**config.mk**
```make
export PLATFORM = sky130hd
export DESIGN_NAME = speed_feedforward_p_controller
export DESIGN_NICKNAME = d
export VERILOG_FILES = /design/src/hdl/sfpc_pkg.sv /design/src/hdl/sfpc_ctrl.sv /design/src/hdl/sfpc_datapath.sv /design/src/hdl/speed_feedforward_p_controller.sv
export SDC_FILE = /design/constraint.sdc
export NUM_CORES = 2
export LEC_CHECK = 0
export BUFFER_PORTS_ARGS = -buffer_cell sky130_fd_sc_hd__buf_4
export CORE_MARGIN = 2
export CORE_UTILIZATION = 30
export CTS_CLUSTER_SIZE = 40
export DETAILED_ROUTE_END_ITERATION = 8
export GPL_TIMING_DRIVEN = 0
export SLEW_MARGIN = 20
export SYNTH_ARGS = -nofsm -noshare
export SYNTH_HDL_FRONTEND = slang
export SYNTH_SLANG_ARGS = --single-unit
```
**constraint.sdc**
```tcl
create_clock -name clk -period 8.5 [get_ports clk]
set_clock_uncertainty 0.05 [all_clocks]
set_input_delay 1.275 -clock clk [delete_from_list [all_inputs] [get_ports clk]]
set_output_delay 1.275 -clock clk [all_outputs]
set_load 0.01 [all_outputs]
```
**src/hdl/sfpc_pkg.sv**
```systemverilog
// Shared types and constants of the speed feedforward P controller.
`default_nettype none
package sfpc_pkg;

  localparam int unsigned SPEED_W = 16;
  localparam int unsigned GAIN_W  = 16;
  localparam int unsigned SMALL_W = 8;
  localparam int unsigned COUNT_W = 10;
  localparam int unsigned ERR_W   = SPEED_W + 1;
  localparam int unsigned TERM_W  = 26;
  localparam int unsigned PROD_W  = ERR_W + TERM_W;

  localparam logic [COUNT_W-1:0] LOOP_DELAY = COUNT_W'(100);

  typedef enum logic [2:0] {
    REG_FEED_GAIN      = 3'd0,
    REG_PROP_GAIN      = 3'd1,
    REG_BAND_THRESHOLD = 3'd2,
    REG_TARGET_LEVEL   = 3'd3,
    REG_MAX_TARGET     = 3'd4,
    REG_DRIVE_CEILING  = 3'd5
  } reg_idx_t;

  typedef enum logic [1:0] {
    MUL_NONE,
    MUL_PROP,
    MUL_BAND,
    MUL_DRIVE
  } mul_op_t;

  typedef struct packed {
    logic    capture;
    mul_op_t op;
    logic    finish;
  } cmd_t;

  typedef struct packed {
    logic out_free;
  } status_t;

endpackage
`default_nettype wire

```
**src/hdl/sfpc_ctrl.sv**
```systemverilog
// Sequencer that steps one request through the shared multiplier.
`default_nettype none
module sfpc_ctrl
  import sfpc_pkg::*;
(
  input  logic    clk,
  input  logic    rst,
  input  logic    in_valid,
  output logic    in_stall,
  input  status_t status,
  output cmd_t    cmd
);

  typedef enum logic [2:0] {
    ST_IDLE,
    ST_PROP,
    ST_BAND,
    ST_DRIVE,
    ST_DONE
  } state_t;

  state_t state;
  state_t state_next;

  always_comb begin
    state_next  = state;
    cmd.capture = 1'b0;
    cmd.op      = MUL_NONE;
    cmd.finish  = 1'b0;
    unique case (state)
      ST_IDLE: begin
        cmd.capture = in_valid;
        if (in_valid) begin
          state_next = ST_PROP;
        end
      end
      ST_PROP: begin
        cmd.op     = MUL_PROP;
        state_next = ST_BAND;
      end
      ST_BAND: begin
        cmd.op     = MUL_BAND;
        state_next = ST_DRIVE;
      end
      ST_DRIVE: begin
        cmd.op     = MUL_DRIVE;
        state_next = ST_DONE;
      end
      ST_DONE: begin
        // Hold the finished result until the output register can take it.
        cmd.finish = status.out_free;
        if (status.out_free) begin
          state_next = ST_IDLE;
        end
      end
      default: state_next = ST_IDLE;
    endcase
  end

  always_ff @(posedge clk) begin
    if (rst) begin
      state <= ST_IDLE;
    end else begin
      state <= state_next;
    end
  end

  assign in_stall = (state != ST_IDLE);

endmodule
`default_nettype wire

```
**src/hdl/sfpc_datapath.sv**
```systemverilog
// Registers, shared multiplier, loop state and output register of the controller.
`default_nettype none
module sfpc_datapath
  import sfpc_pkg::*;
(
  input  logic               clk,
  input  logic               rst,
  input  cmd_t               cmd,
  output status_t            status,
  input  logic [SPEED_W-1:0] measured_speed,
  input  logic               cfg_write,
  input  logic [2:0]         cfg_index,
  input  logic [15:0]        cfg_data,
  output logic               out_valid,
  input  logic               out_stall,
  output logic [SPEED_W-1:0] drive,
  output logic               loop_closed,
  output logic               out_of_band
);

  logic [GAIN_W-1:0]  feed_gain;
  logic [SMALL_W-1:0] prop_gain;
  logic [SMALL_W-1:0] band_threshold;
  logic [SPEED_W-1:0] target_level;
  logic [SPEED_W-1:0] max_target;
  logic [SPEED_W-1:0] drive_ceiling;

  logic               engaged;
  logic [COUNT_W-1:0] delay_count;
  logic               engaged_next;
  logic [COUNT_W-1:0] delay_count_next;
  logic [COUNT_W-1:0] count_inc;

  logic [SPEED_W-1:0]       meas;
  logic signed [ERR_W-1:0]  err;
  logic [ERR_W-1:0]         mag;
  logic signed [ERR_W-1:0]  mul_a;
  logic signed [TERM_W-1:0] mul_b;
  logic signed [PROD_W-1:0] prod;
  logic signed [PROD_W-1:0] prod_next;
  logic signed [TERM_W-1:0] term;
  logic                     bad;

  logic               prod_pos;
  logic [PROD_W-17:0] prod_shift;
  logic [SPEED_W-1:0] drive_val;

  assign err = $signed({1'b0, target_level}) - $signed({1'b0, meas});
  assign mag = err[ERR_W-1] ? ERR_W'(-err) : ERR_W'(err);

  always_comb begin
    mul_a = '0;
    mul_b = '0;
    case (cmd.op)
      MUL_PROP: begin
        mul_a = $signed({{(ERR_W-SMALL_W){1'b0}}, prop_gain});
        mul_b = $signed({{(TERM_W-ERR_W){err[ERR_W-1]}}, err});
      end
      MUL_BAND: begin
        mul_a = $signed({{(ERR_W-SMALL_W){1'b0}}, band_threshold});
        mul_b = $signed({{(TERM_W-SPEED_W){1'b0}}, target_level});
      end
      MUL_DRIVE: begin
        mul_a = $signed({1'b0, feed_gain});
        mul_b = term;
      end
      default: begin
        mul_a = '0;
        mul_b = '0;
      end
    endcase
  end

  assign prod_next = PROD_W'(mul_a) * PROD_W'(mul_b);

  always_ff @(posedge clk) begin
    if (cmd.capture) begin
      meas <= measured_speed;
    end
    if (cmd.op != MUL_NONE) begin
      prod <= prod_next;
    end
    if (cmd.op == MUL_BAND) begin
      // prod holds prop_gain * error here.
      term <= engaged ? $signed({{(TERM_W-SPEED_W){1'b0}}, target_level}) + prod[TERM_W-1:0]
                      : $signed({{(TERM_W-SPEED_W){1'b0}}, target_level});
    end
    if (cmd.op == MUL_DRIVE) begin
      // prod holds band_threshold * target_level here.
      bad <= engaged && ({mag, 8'b0} > prod[ERR_W+7:0]);
    end
  end

  // Drive from the signed Q26.16 product: nonpositive gives zero, then saturate.
  assign prod_pos   = !prod[PROD_W-1] && (prod != '0);
  assign prod_shift = prod[PROD_W-1:16];
  always_comb begin
    drive_val = '0;
    if (prod_pos) begin
      if (prod_shift > {{(PROD_W-16-SPEED_W){1'b0}}, drive_ceiling}) begin
        drive_val = drive_ceiling;
      end else begin
        drive_val = prod_shift[SPEED_W-1:0];
      end
    end
  end

  assign count_inc = delay_count + COUNT_W'(1);

  always_comb begin
    engaged_next     = engaged;
    delay_count_next = delay_count;
    if (!engaged) begin
      if (delay_count > LOOP_DELAY) begin
        engaged_next     = 1'b1;
        delay_count_next = '0;
      end else begin
        delay_count_next = count_inc;
      end
    end else if (bad) begin
      if (count_inc > LOOP_DELAY) begin
        engaged_next     = 1'b0;
        delay_count_next = '0;
      end else begin
        delay_count_next = count_inc;
      end
    end else begin
      delay_count_next = '0;
    end
  end

  always_ff @(posedge clk) begin
    if (rst) begin
      feed_gain      <= GAIN_W'(256);
      prop_gain      <= SMALL_W'(15);
      band_threshold <= SMALL_W'(128);
      target_level   <= '0;
      max_target     <= '1;
      drive_ceiling  <= '1;
      engaged        <= 1'b0;
      delay_count    <= '0;
    end else if (cfg_write) begin
      unique case (cfg_index)
        REG_FEED_GAIN:      feed_gain      <= cfg_data;
        REG_PROP_GAIN:      prop_gain      <= cfg_data[SMALL_W-1:0];
        REG_BAND_THRESHOLD: band_threshold <= cfg_data[SMALL_W-1:0];
        REG_TARGET_LEVEL: begin
          target_level <= (cfg_data > max_target) ? max_target : cfg_data;
          engaged      <= 1'b0;
          delay_count  <= '0;
        end
        REG_MAX_TARGET:     max_target     <= cfg_data;
        REG_DRIVE_CEILING:  drive_ceiling  <= cfg_data;
        default: ;
      endcase
    end else if (cmd.finish) begin
      engaged     <= engaged_next;
      delay_count <= delay_count_next;
    end
  end

  always_ff @(posedge clk) begin
    if (rst) begin
      out_valid <= 1'b0;
    end else if (cmd.finish) begin
      out_valid <= 1'b1;
    end else if (out_valid && !out_stall) begin
      out_valid <= 1'b0;
    end
  end

  always_ff @(posedge clk) begin
    if (cmd.finish) begin
      drive       <= drive_val;
      loop_closed <= engaged_next;
      out_of_band <= bad;
    end
  end

  assign status.out_free = !out_valid || !out_stall;

endmodule
`default_nettype wire

```
**src/hdl/speed_feedforward_p_controller.sv**
```systemverilog
// Top level of the speed feedforward P controller.
//
//   channel   direction  handshake            payload
//   input     in         in_valid / in_stall  measured_speed
//   result    out        out_valid/out_stall  drive, loop_closed, out_of_band
//   config    in         cfg_valid/cfg_ready  cfg_index, cfg_data
//
// A request is captured in the idle state, then makes three passes through the one shared
// 17x26 multiplier (ST_PROP, ST_BAND, ST_DRIVE) and a finish step (ST_DONE) that loads the
// output register; a new request is accepted only once the previous one has finished.
// in_stall stays high after a request is accepted until its finish step has taken place.
// A stalled result holds the finish step, and the input stays stalled until it moves out.
// rst is synchronous; it resets the state, configuration, loop state and out_valid, not the data registers.
`default_nettype none
module speed_feedforward_p_controller
  import sfpc_pkg::*;
(
  input  logic               clk,
  input  logic               rst,
  input  logic               in_valid,
  output logic               in_stall,
  input  logic [SPEED_W-1:0] measured_speed,
  output logic               out_valid,
  input  logic               out_stall,
  output logic [SPEED_W-1:0] drive,
  output logic               loop_closed,
  output logic               out_of_band,
  input  logic               cfg_valid,
  output logic               cfg_ready,
  input  logic [2:0]         cfg_index,
  input  logic [15:0]        cfg_data
);

  cmd_t    cmd;
  status_t status;

  assign cfg_ready = 1'b1;

  sfpc_ctrl u_ctrl (
    .clk      (clk),
    .rst      (rst),
    .in_valid (in_valid),
    .in_stall (in_stall),
    .status   (status),
    .cmd      (cmd)
  );

  sfpc_datapath u_datapath (
    .clk            (clk),
    .rst            (rst),
    .cmd            (cmd),
    .status         (status),
    .measured_speed (measured_speed),
    .cfg_write      (cfg_valid && cfg_ready),
    .cfg_index      (cfg_index),
    .cfg_data       (cfg_data),
    .out_valid      (out_valid),
    .out_stall      (out_stall),
    .drive          (drive),
    .loop_closed    (loop_closed),
    .out_of_band    (out_of_band)
  );

  // An accepted request keeps the input stalled while it is processed.
  a_busy_after_accept: assert property (@(posedge clk) disable iff (rst)
    in_valid && !in_stall |=> in_stall)
    else $error("input not stalled after an accepted request");

  // A new result only appears at the end of processing.
  a_result_from_work: assert property (@(posedge clk) disable iff (rst)
    $rose(out_valid) |-> $past(in_stall))
    else $error("result appeared without a request in progress");

  a_reset_clears_output: assert property (@(posedge clk)
    rst |=> !out_valid)
    else $error("output valid after reset");

endmodule
`default_nettype wire
```
# After elaboration in Yosys (flattened, before gate mapping)
# Index checks and enable logic that the tools add are counted.
op_classes:
  n_bitwise: 0
  n_reduce_logical: 22
  eq_ne: 15
  order_cmp: 5
  muxes: 28
  div: 0
  shifts: 0
  n_mul: 1
  add_sub_neg: 4
op_table:
  columns: ["cell", "n"]
  rows:
  - ["26-bit case mux with 3 select lines", 1]
  - ["10-bit 2-to-1 mux", 7]
  - ["16-bit 2-to-1 mux", 3]
  - ["16-bit case mux with 3 select lines", 1]
  - ["17-bit by 26-bit multiplier with 43-bit output", 1]
  - ["43-bit nonzero test", 1]
  - ["27-bit by 16-bit greater-than comparator with 1-bit output", 1]
  - ["16-bit by 26-bit adder with 26-bit output", 1]
  - ["25-bit greater-than comparator", 1]
  - ["10-bit by 7-bit greater-than comparator with 1-bit output (second input constant)", 2]
  - ["17-bit 2-to-1 mux", 1]
  - ["17-bit negator", 1]
  - ["16-bit by 16-bit subtractor with 17-bit output", 1]
  - ["16-bit greater-than comparator", 1]
  - ["2-bit AND reduction", 8]
  - ["3-bit case mux with 5 select lines", 1]
  - ["3-bit by 2-bit equality test with 1-bit output (second input constant)", 4]
  - ["1-bit 2-to-1 mux", 11]
  - ["10-bit by 1-bit adder with 10-bit output (second input constant)", 1]
  - ["3-bit equality test (second input constant)", 3]
  - ["3-bit by 1-bit equality test with 1-bit output (second input constant)", 2]
  - ["3-bit logical NOT", 2]
  - ["3-bit 2-to-1 mux", 2]
  - ["2-bit case mux with 3 select lines", 1]
  - ["other kinds (9)", 17]
totals:
  rom_bits: 0
  latch_bits: 0
  reg_bits: 199
  memories: 0
  input_bits: 40
  output_inout_bits: 21
  wordCells: 93
  mem_bits_rw: 0

# Logic depth before layout (Yosys ltp)
logic_depth:
  ltp_word: 7
  ltp_mapped: 35
  mapped_depth_nobuf: 34

# Hierarchy
# From an unflattened synthesis, not the netlist that was laid out.
hier_totals:
  hier_cells: 3070
  hier_area_um2: 26965.9
by_module_without_submodules:
  columns: ["mod", "instances", "cells_per_inst", "seq_area_each_um2", "area_per_inst_um2"]
  rows:
  - ["sfpc_datapath", 1, 3051, 4964.8, 26813.2]
  - ["sfpc_ctrl", 1, 17, 60.1, 141.4]
  - ["speed_feedforward_p_controller", 1, 2, 0.0, 11.3]

# Worst setup path after synthesis
# No wires, ideal clock.
synth_path:
  path_type: "reg-to-reg"
  from: "register u_datapath.target_level[0]"
  to: "register u_datapath.prod[29], data pin"
  setup_time_ps: 265
  stages_incl_launch_ff: 31
  arrival_time_ps: 7983
  setup_slack_ps: 202
  period_less_slack_ps: 8298
  required_ps: 8185
  n_path_buf: 0
  cell_sequence: "dfxtp_1 inv_1 ha_1 fa_1 nor2b_4 o21ai_0 o211a_1 a21oi_1 xor2_1 o211ai_1 a21oi_1 nand2_1 fa_1 fa_1 fa_1 fa_1 inv_1 fa_1 inv_1 fa_1 inv_1 ha_1 a2111oi_0 o21ai_0 o21a_1 a31oi_1 o21ai_0 a211o_1 a31oi_1 o21ai_0 xor2_1"
synth_between:
  elab_chain_len: 3
synth_rtl:
  columns: ["element", "line", "text"]
  rows:
  - ["start, declared", "sfpc_datapath.sv:24", "logic [SPEED_W-1:0] target_level;"]
  - ["start signal, assigned", "sfpc_datapath.sv:148", "target_level <= (cfg_data > max_target) ? max_target : cfg_data;"]
  - ["16-bit by 16-bit subtractor with 17-bit output", "sfpc_datapath.sv:48", "assign err = $signed({1'b0, target_level}) - $signed({1'b0, meas});"]
  - ["26-bit case mux with 3 select lines (*)", "sfpc_datapath.sv:54", "case (cmd.op)"]
  - ["17-bit by 26-bit multiplier with 43-bit output (*)", "sfpc_datapath.sv:74", "assign prod_next = PROD_W'(mul_a) * PROD_W'(mul_b);"]
  - ["net u_datapath.prod_next[29]", "sfpc_datapath.sv:40", "logic signed [PROD_W-1:0] prod_next;"]
  - ["end signal, assigned", "sfpc_datapath.sv:81", "prod <= prod_next;"]
  - ["end, declared", "sfpc_datapath.sv:39", "logic signed [PROD_W-1:0] prod;"]
# The timed path passes the listed nets; every way through them passes the cells marked *.
# A chain may end at the register's enable or synchronous reset.

# Worst setup path in the final report
layout_path:
  from: "register u_datapath.meas[0]"
  to: "register u_datapath.prod[41], data pin"
layout_between:
  elab_chain_len: 3
layout_rtl:
  columns: ["element", "line", "text"]
  rows:
  - ["start, declared", "sfpc_datapath.sv:34", "logic [SPEED_W-1:0] meas;"]
  - ["start signal, assigned", "sfpc_datapath.sv:78", "meas <= measured_speed;"]
  - ["16-bit by 16-bit subtractor with 17-bit output", "sfpc_datapath.sv:48", null]
  - ["26-bit case mux with 3 select lines", "sfpc_datapath.sv:54", null]
  - ["17-bit by 26-bit multiplier with 43-bit output", "sfpc_datapath.sv:74", null]
  - ["net u_datapath.prod_next[41]", "sfpc_datapath.sv:40", null]
# The timed path passes the listed nets, and every way through them passes these cells.

==> flow_metrics.tcl <==
set metrics [dict create \
    ys_warn_count 0 \
    routed_wl_um 81700 \
    multi_input_area_mm2 0.0204 \
    endpoint_kind "register" \
    syn_area_per_cell_um2 8.68 \
    synth_top_area_cell "fa_1" \
    synth_area_leaders "fa_1 30%, edfxtp_1 12%, ha_1 8.9%, inv_1 7.9%, dfxtp_1 7.1%" \
    startpoint_type "register" \
    die-height_um 303 \
    cpPeakStageDelay_ps 580 \
    ys_ff_latch 199 \
    p_sw_frac 0.381 \
    comb_power_share 0.353 \
    worst-path-buf-inv 5 \
    critPathArrivalTime_ps 8750 \
    dieWidth_um 303 \
    slew_violations 0 \
    fillers 9039 \
    cts-buffers-inserted 17 \
    fmax_mhz 117 \
    powerDensity_mw_per_mm2 98.4 \
    final-seq-area_mm2 0.00504 \
    crit_top_cell "fa_1" \
    wl_per_cell_um 18.4 \
    setup_viol 6 \
    cts.htree.levels 4 \
    grt_pass1_vias 21900 \
    required_ps 8680 \
    ys.flop_type "edfxtp_1" \
    relSlewSlack 0.257 \
    dpl.hpwl_um 65100 \
    drc 1 \
    grt.overflow.total 0 \
    total_power_mw 3.10 \
    clockPowerShare 0.276 \
    dieArea_mm2 0.0917 \
    dr.pass1.iters 9 \
    clkTransAtPathRegs_ps 90 \
    p_leak_nw 14.3 \
    worst_slack_ps -77.4 \
    synth_cell_types 70 \
    grt_first_pass_wirelength_um 128000 \
    hold_end "u_datapath.feed_gain[4]" \
    postCtsHoldBufs 0 \
    worst_slew_pin_slew_ps 1110 \
    synth_commonest_cells "565 x inv_1, 483 x nand2_1, 407 x fa_1" \
    async_reset_ff_frac 0 \
    fin_nets 3899 \
    core_mm2 0.0885 \
    syn_area_mm2 0.0268 \
    drive_gt1_frac 0.136 \
    min_from "u_datapath.feed_gain[4]" \
    diodes 0 \
    p_sw_mw 1.18 \
    start_util 0.303 \
    cts_root_buffer "clkbuf_16" \
    cts_tree "done" \
    violations "design-rule violations, negative setup slack" \
    drv_cap 0 \
    path_class "register to register" \
    dp_slack_ps -2190 \
    r2r_start "u_datapath.meas[0]" \
    vias 22000 \
    rsz0062_at_grt "yes" \
    path_max_fanout 6 \
    rrSetupSlack_ps -80 \
    drt-initial-drc-count 1762 \
    hold_viol 0 \
    worstReg2RegEnd "u_datapath.prod[41]" \
    portBuffers 59 \
    cts_buffer_depth 2 \
    clock_latency_ps 480 \
    min_path_type "register to register" \
    grtUsageTotal 0.181 \
    cp_slowest_cell "fa_1" \
    ys_seq_area_frac 0.188 \
    area_delta_synth_final_pct 17.5 \
    min_period_over_period 1.01 \
    grt_max_degree 23 \
    ir_worst_vdd_v 0.000146 \
    period_needed_ps 8580 \
    synth_edf_count 104 \
    rows 109 \
    synth_nets 3725 \
    cp_top_family "adder cells" \
    postSynthCellCount 3088 \
    place_congestion 0.941 \
    antenna_found_initial 1 \
    avgViaCountPerCell 4.96 \
    p_int_mw 1.92 \
    yosysTopAreaCellShare 0.304 \
    seqPwrFrac 0.371 \
    yosysMostFrequentCell "inv_1" \
    ff2ff_path_depth 31 \
    hold_depth 2 \
    cts_sinks 199 \
    io_pins 61 \
    ant_nets 0 \
    status "complete, but fails checks" \
]
tightest hold or removal path: stages, from the launching register on:
cell and delay, ps:
dfxtp_1 310, nand2_1 50, a21oi_1 50
kinds of logic after synthesis:
family / share of synthesized area
simple gates: 0.179
buf+inv: 0.0960
fa+ha+maj: 0.393
compound gates: 0.100
flops: 0.188
xor+xnor: 0.0255
mux: 0.0191
other cells: 0.000140
layout make-up:
class | count | area share
timing repair buffer | 165 | 0.0448
clock inverter | 14 | 0.00477
buffer | 105 | 0.0153
clock buffer | 18 | 0.0139
tap | 1165 | 0.0463
sequential | 199 | 0.160
inverter | 565 | 0.0674
multi-input combinational | 2209 | 0.647
how the worst max path moves through the flow:
stage	from	endpoint	cells after the start
3_3_place_gp	u_datapath.target_level[0]	u_datapath.prod[41]	33
4_1_cts	u_datapath.target_level[0]	u_datapath.prod[41]	34
2_1_floorplan	u_datapath.target_level[0]	u_datapath.prod[29]	30
3_5_place_dp	u_datapath.target_level[0]	u_datapath.prod[41]	30
6_report	u_datapath.meas[0]	u_datapath.prod[41]	31
5_1_grt	u_datapath.meas[0]	u_datapath.prod[41]	35
routing by layer:
layer | GRT usage | vias to the layer above | wire [um]
met5 | 0 | - | 0
met4 | 0.0470 | 0 | 2110
met3 | 0.0191 | 114 | 4590
met2 | 0.302 | 673 | 39400
met1 | 0.250 | 11100 | 35600
li1 | - | 10200 | -
layout by cell type (no fill, tap or decap), types with 12 or more instances in the layout:
cell / Yosys / final
a211oi_1: 24 / 24
a21boi_0: 21 / 19
a21o_1: 54 / 47
a21oi_1: 118 / 89
a21oi_2: 1 / 18
a21oi_4: 0 / 12
and2_1: 36 / 36
and3_1: 18 / 14
buf_4: 1 / 143
buf_6: 0 / 15
clkbuf_1: 95 / 80
clkbuf_16: 0 / 17
dfxtp_1: 95 / 87
edfxtp_1: 104 / 104
fa_1: 407 / 394
fa_2: 0 / 13
ha_1: 190 / 169
ha_4: 0 / 19
inv_1: 565 / 551
inv_2: 0 / 13
mux2_2: 26 / 25
mux2i_1: 22 / 22
nand2_1: 483 / 469
nand2_2: 0 / 13
nand2b_1: 22 / 22
nand3_1: 53 / 52
nand3b_1: 48 / 48
nand4_1: 21 / 21
nor2_1: 279 / 265
nor2b_1: 28 / 23
nor3_1: 24 / 24
nor4_1: 19 / 19
o21a_1: 28 / 22
o21ai_0: 77 / 63
o21ai_1: 16 / 13
o21ai_4: 0 / 12
or3_1: 13 / 13
xnor2_1: 57 / 52
xor2_1: 21 / 19
timing repair:
item                       in CTS  in global routing
pin swaps                     110                106
resized for setup             230                 86
setup buffers                  78                 24
setup endpoints to repair      29                 22
flip-flops by register name, summed over array words and instances, names as in the netlist:
signal and flops:
u_datapath.out_of_band 1, u_datapath.drive 16, u_datapath.out_valid 1, u_datapath.band_threshold 8, u_datapath.term 26, u_datapath.meas 16, u_datapath.target_level 16, u_datapath.engaged 1
u_datapath.prop_gain 8, u_ctrl.state 3, u_datapath.feed_gain 16, u_datapath.max_target 16, u_datapath.loop_closed 1, u_datapath.prod 43, u_datapath.delay_count 10, u_datapath.bad 1
u_datapath.drive_ceiling 16
power by group through the flow:
stage	sequential, mW	combinational [mW]	clock (mW)
CTS	1.15	1.04	0.861
global route	1.15	1.20	0.900
global placement	1.17	0.894	0
finish	1.15	1.09	0.855
floorplan	1.14	0.621	0
detailed placement	1.17	0.911	0
metrics by stage:
stage | setup TNS, ps | instance area, um^2 | cells | hold slack, ps | util
2_1_floorplan | 0 | 26800 | 3088 | 377 | -
3_3_place_gp | -35290 | 28700 | 4312 | 389 | 0.324
3_5_place_dp | -33840 | 28800 | 4318 | 397 | 0.325
4_1_cts | -57.9 | 31000 | 4418 | 408 | 0.350
5_1_grt | -2460 | 31500 | 4440 | 422 | 0.356
6_report | -314 | 31500 | 4440 | 410 | 0.356
Note: power is estimated with default switching activity, not from simulation.
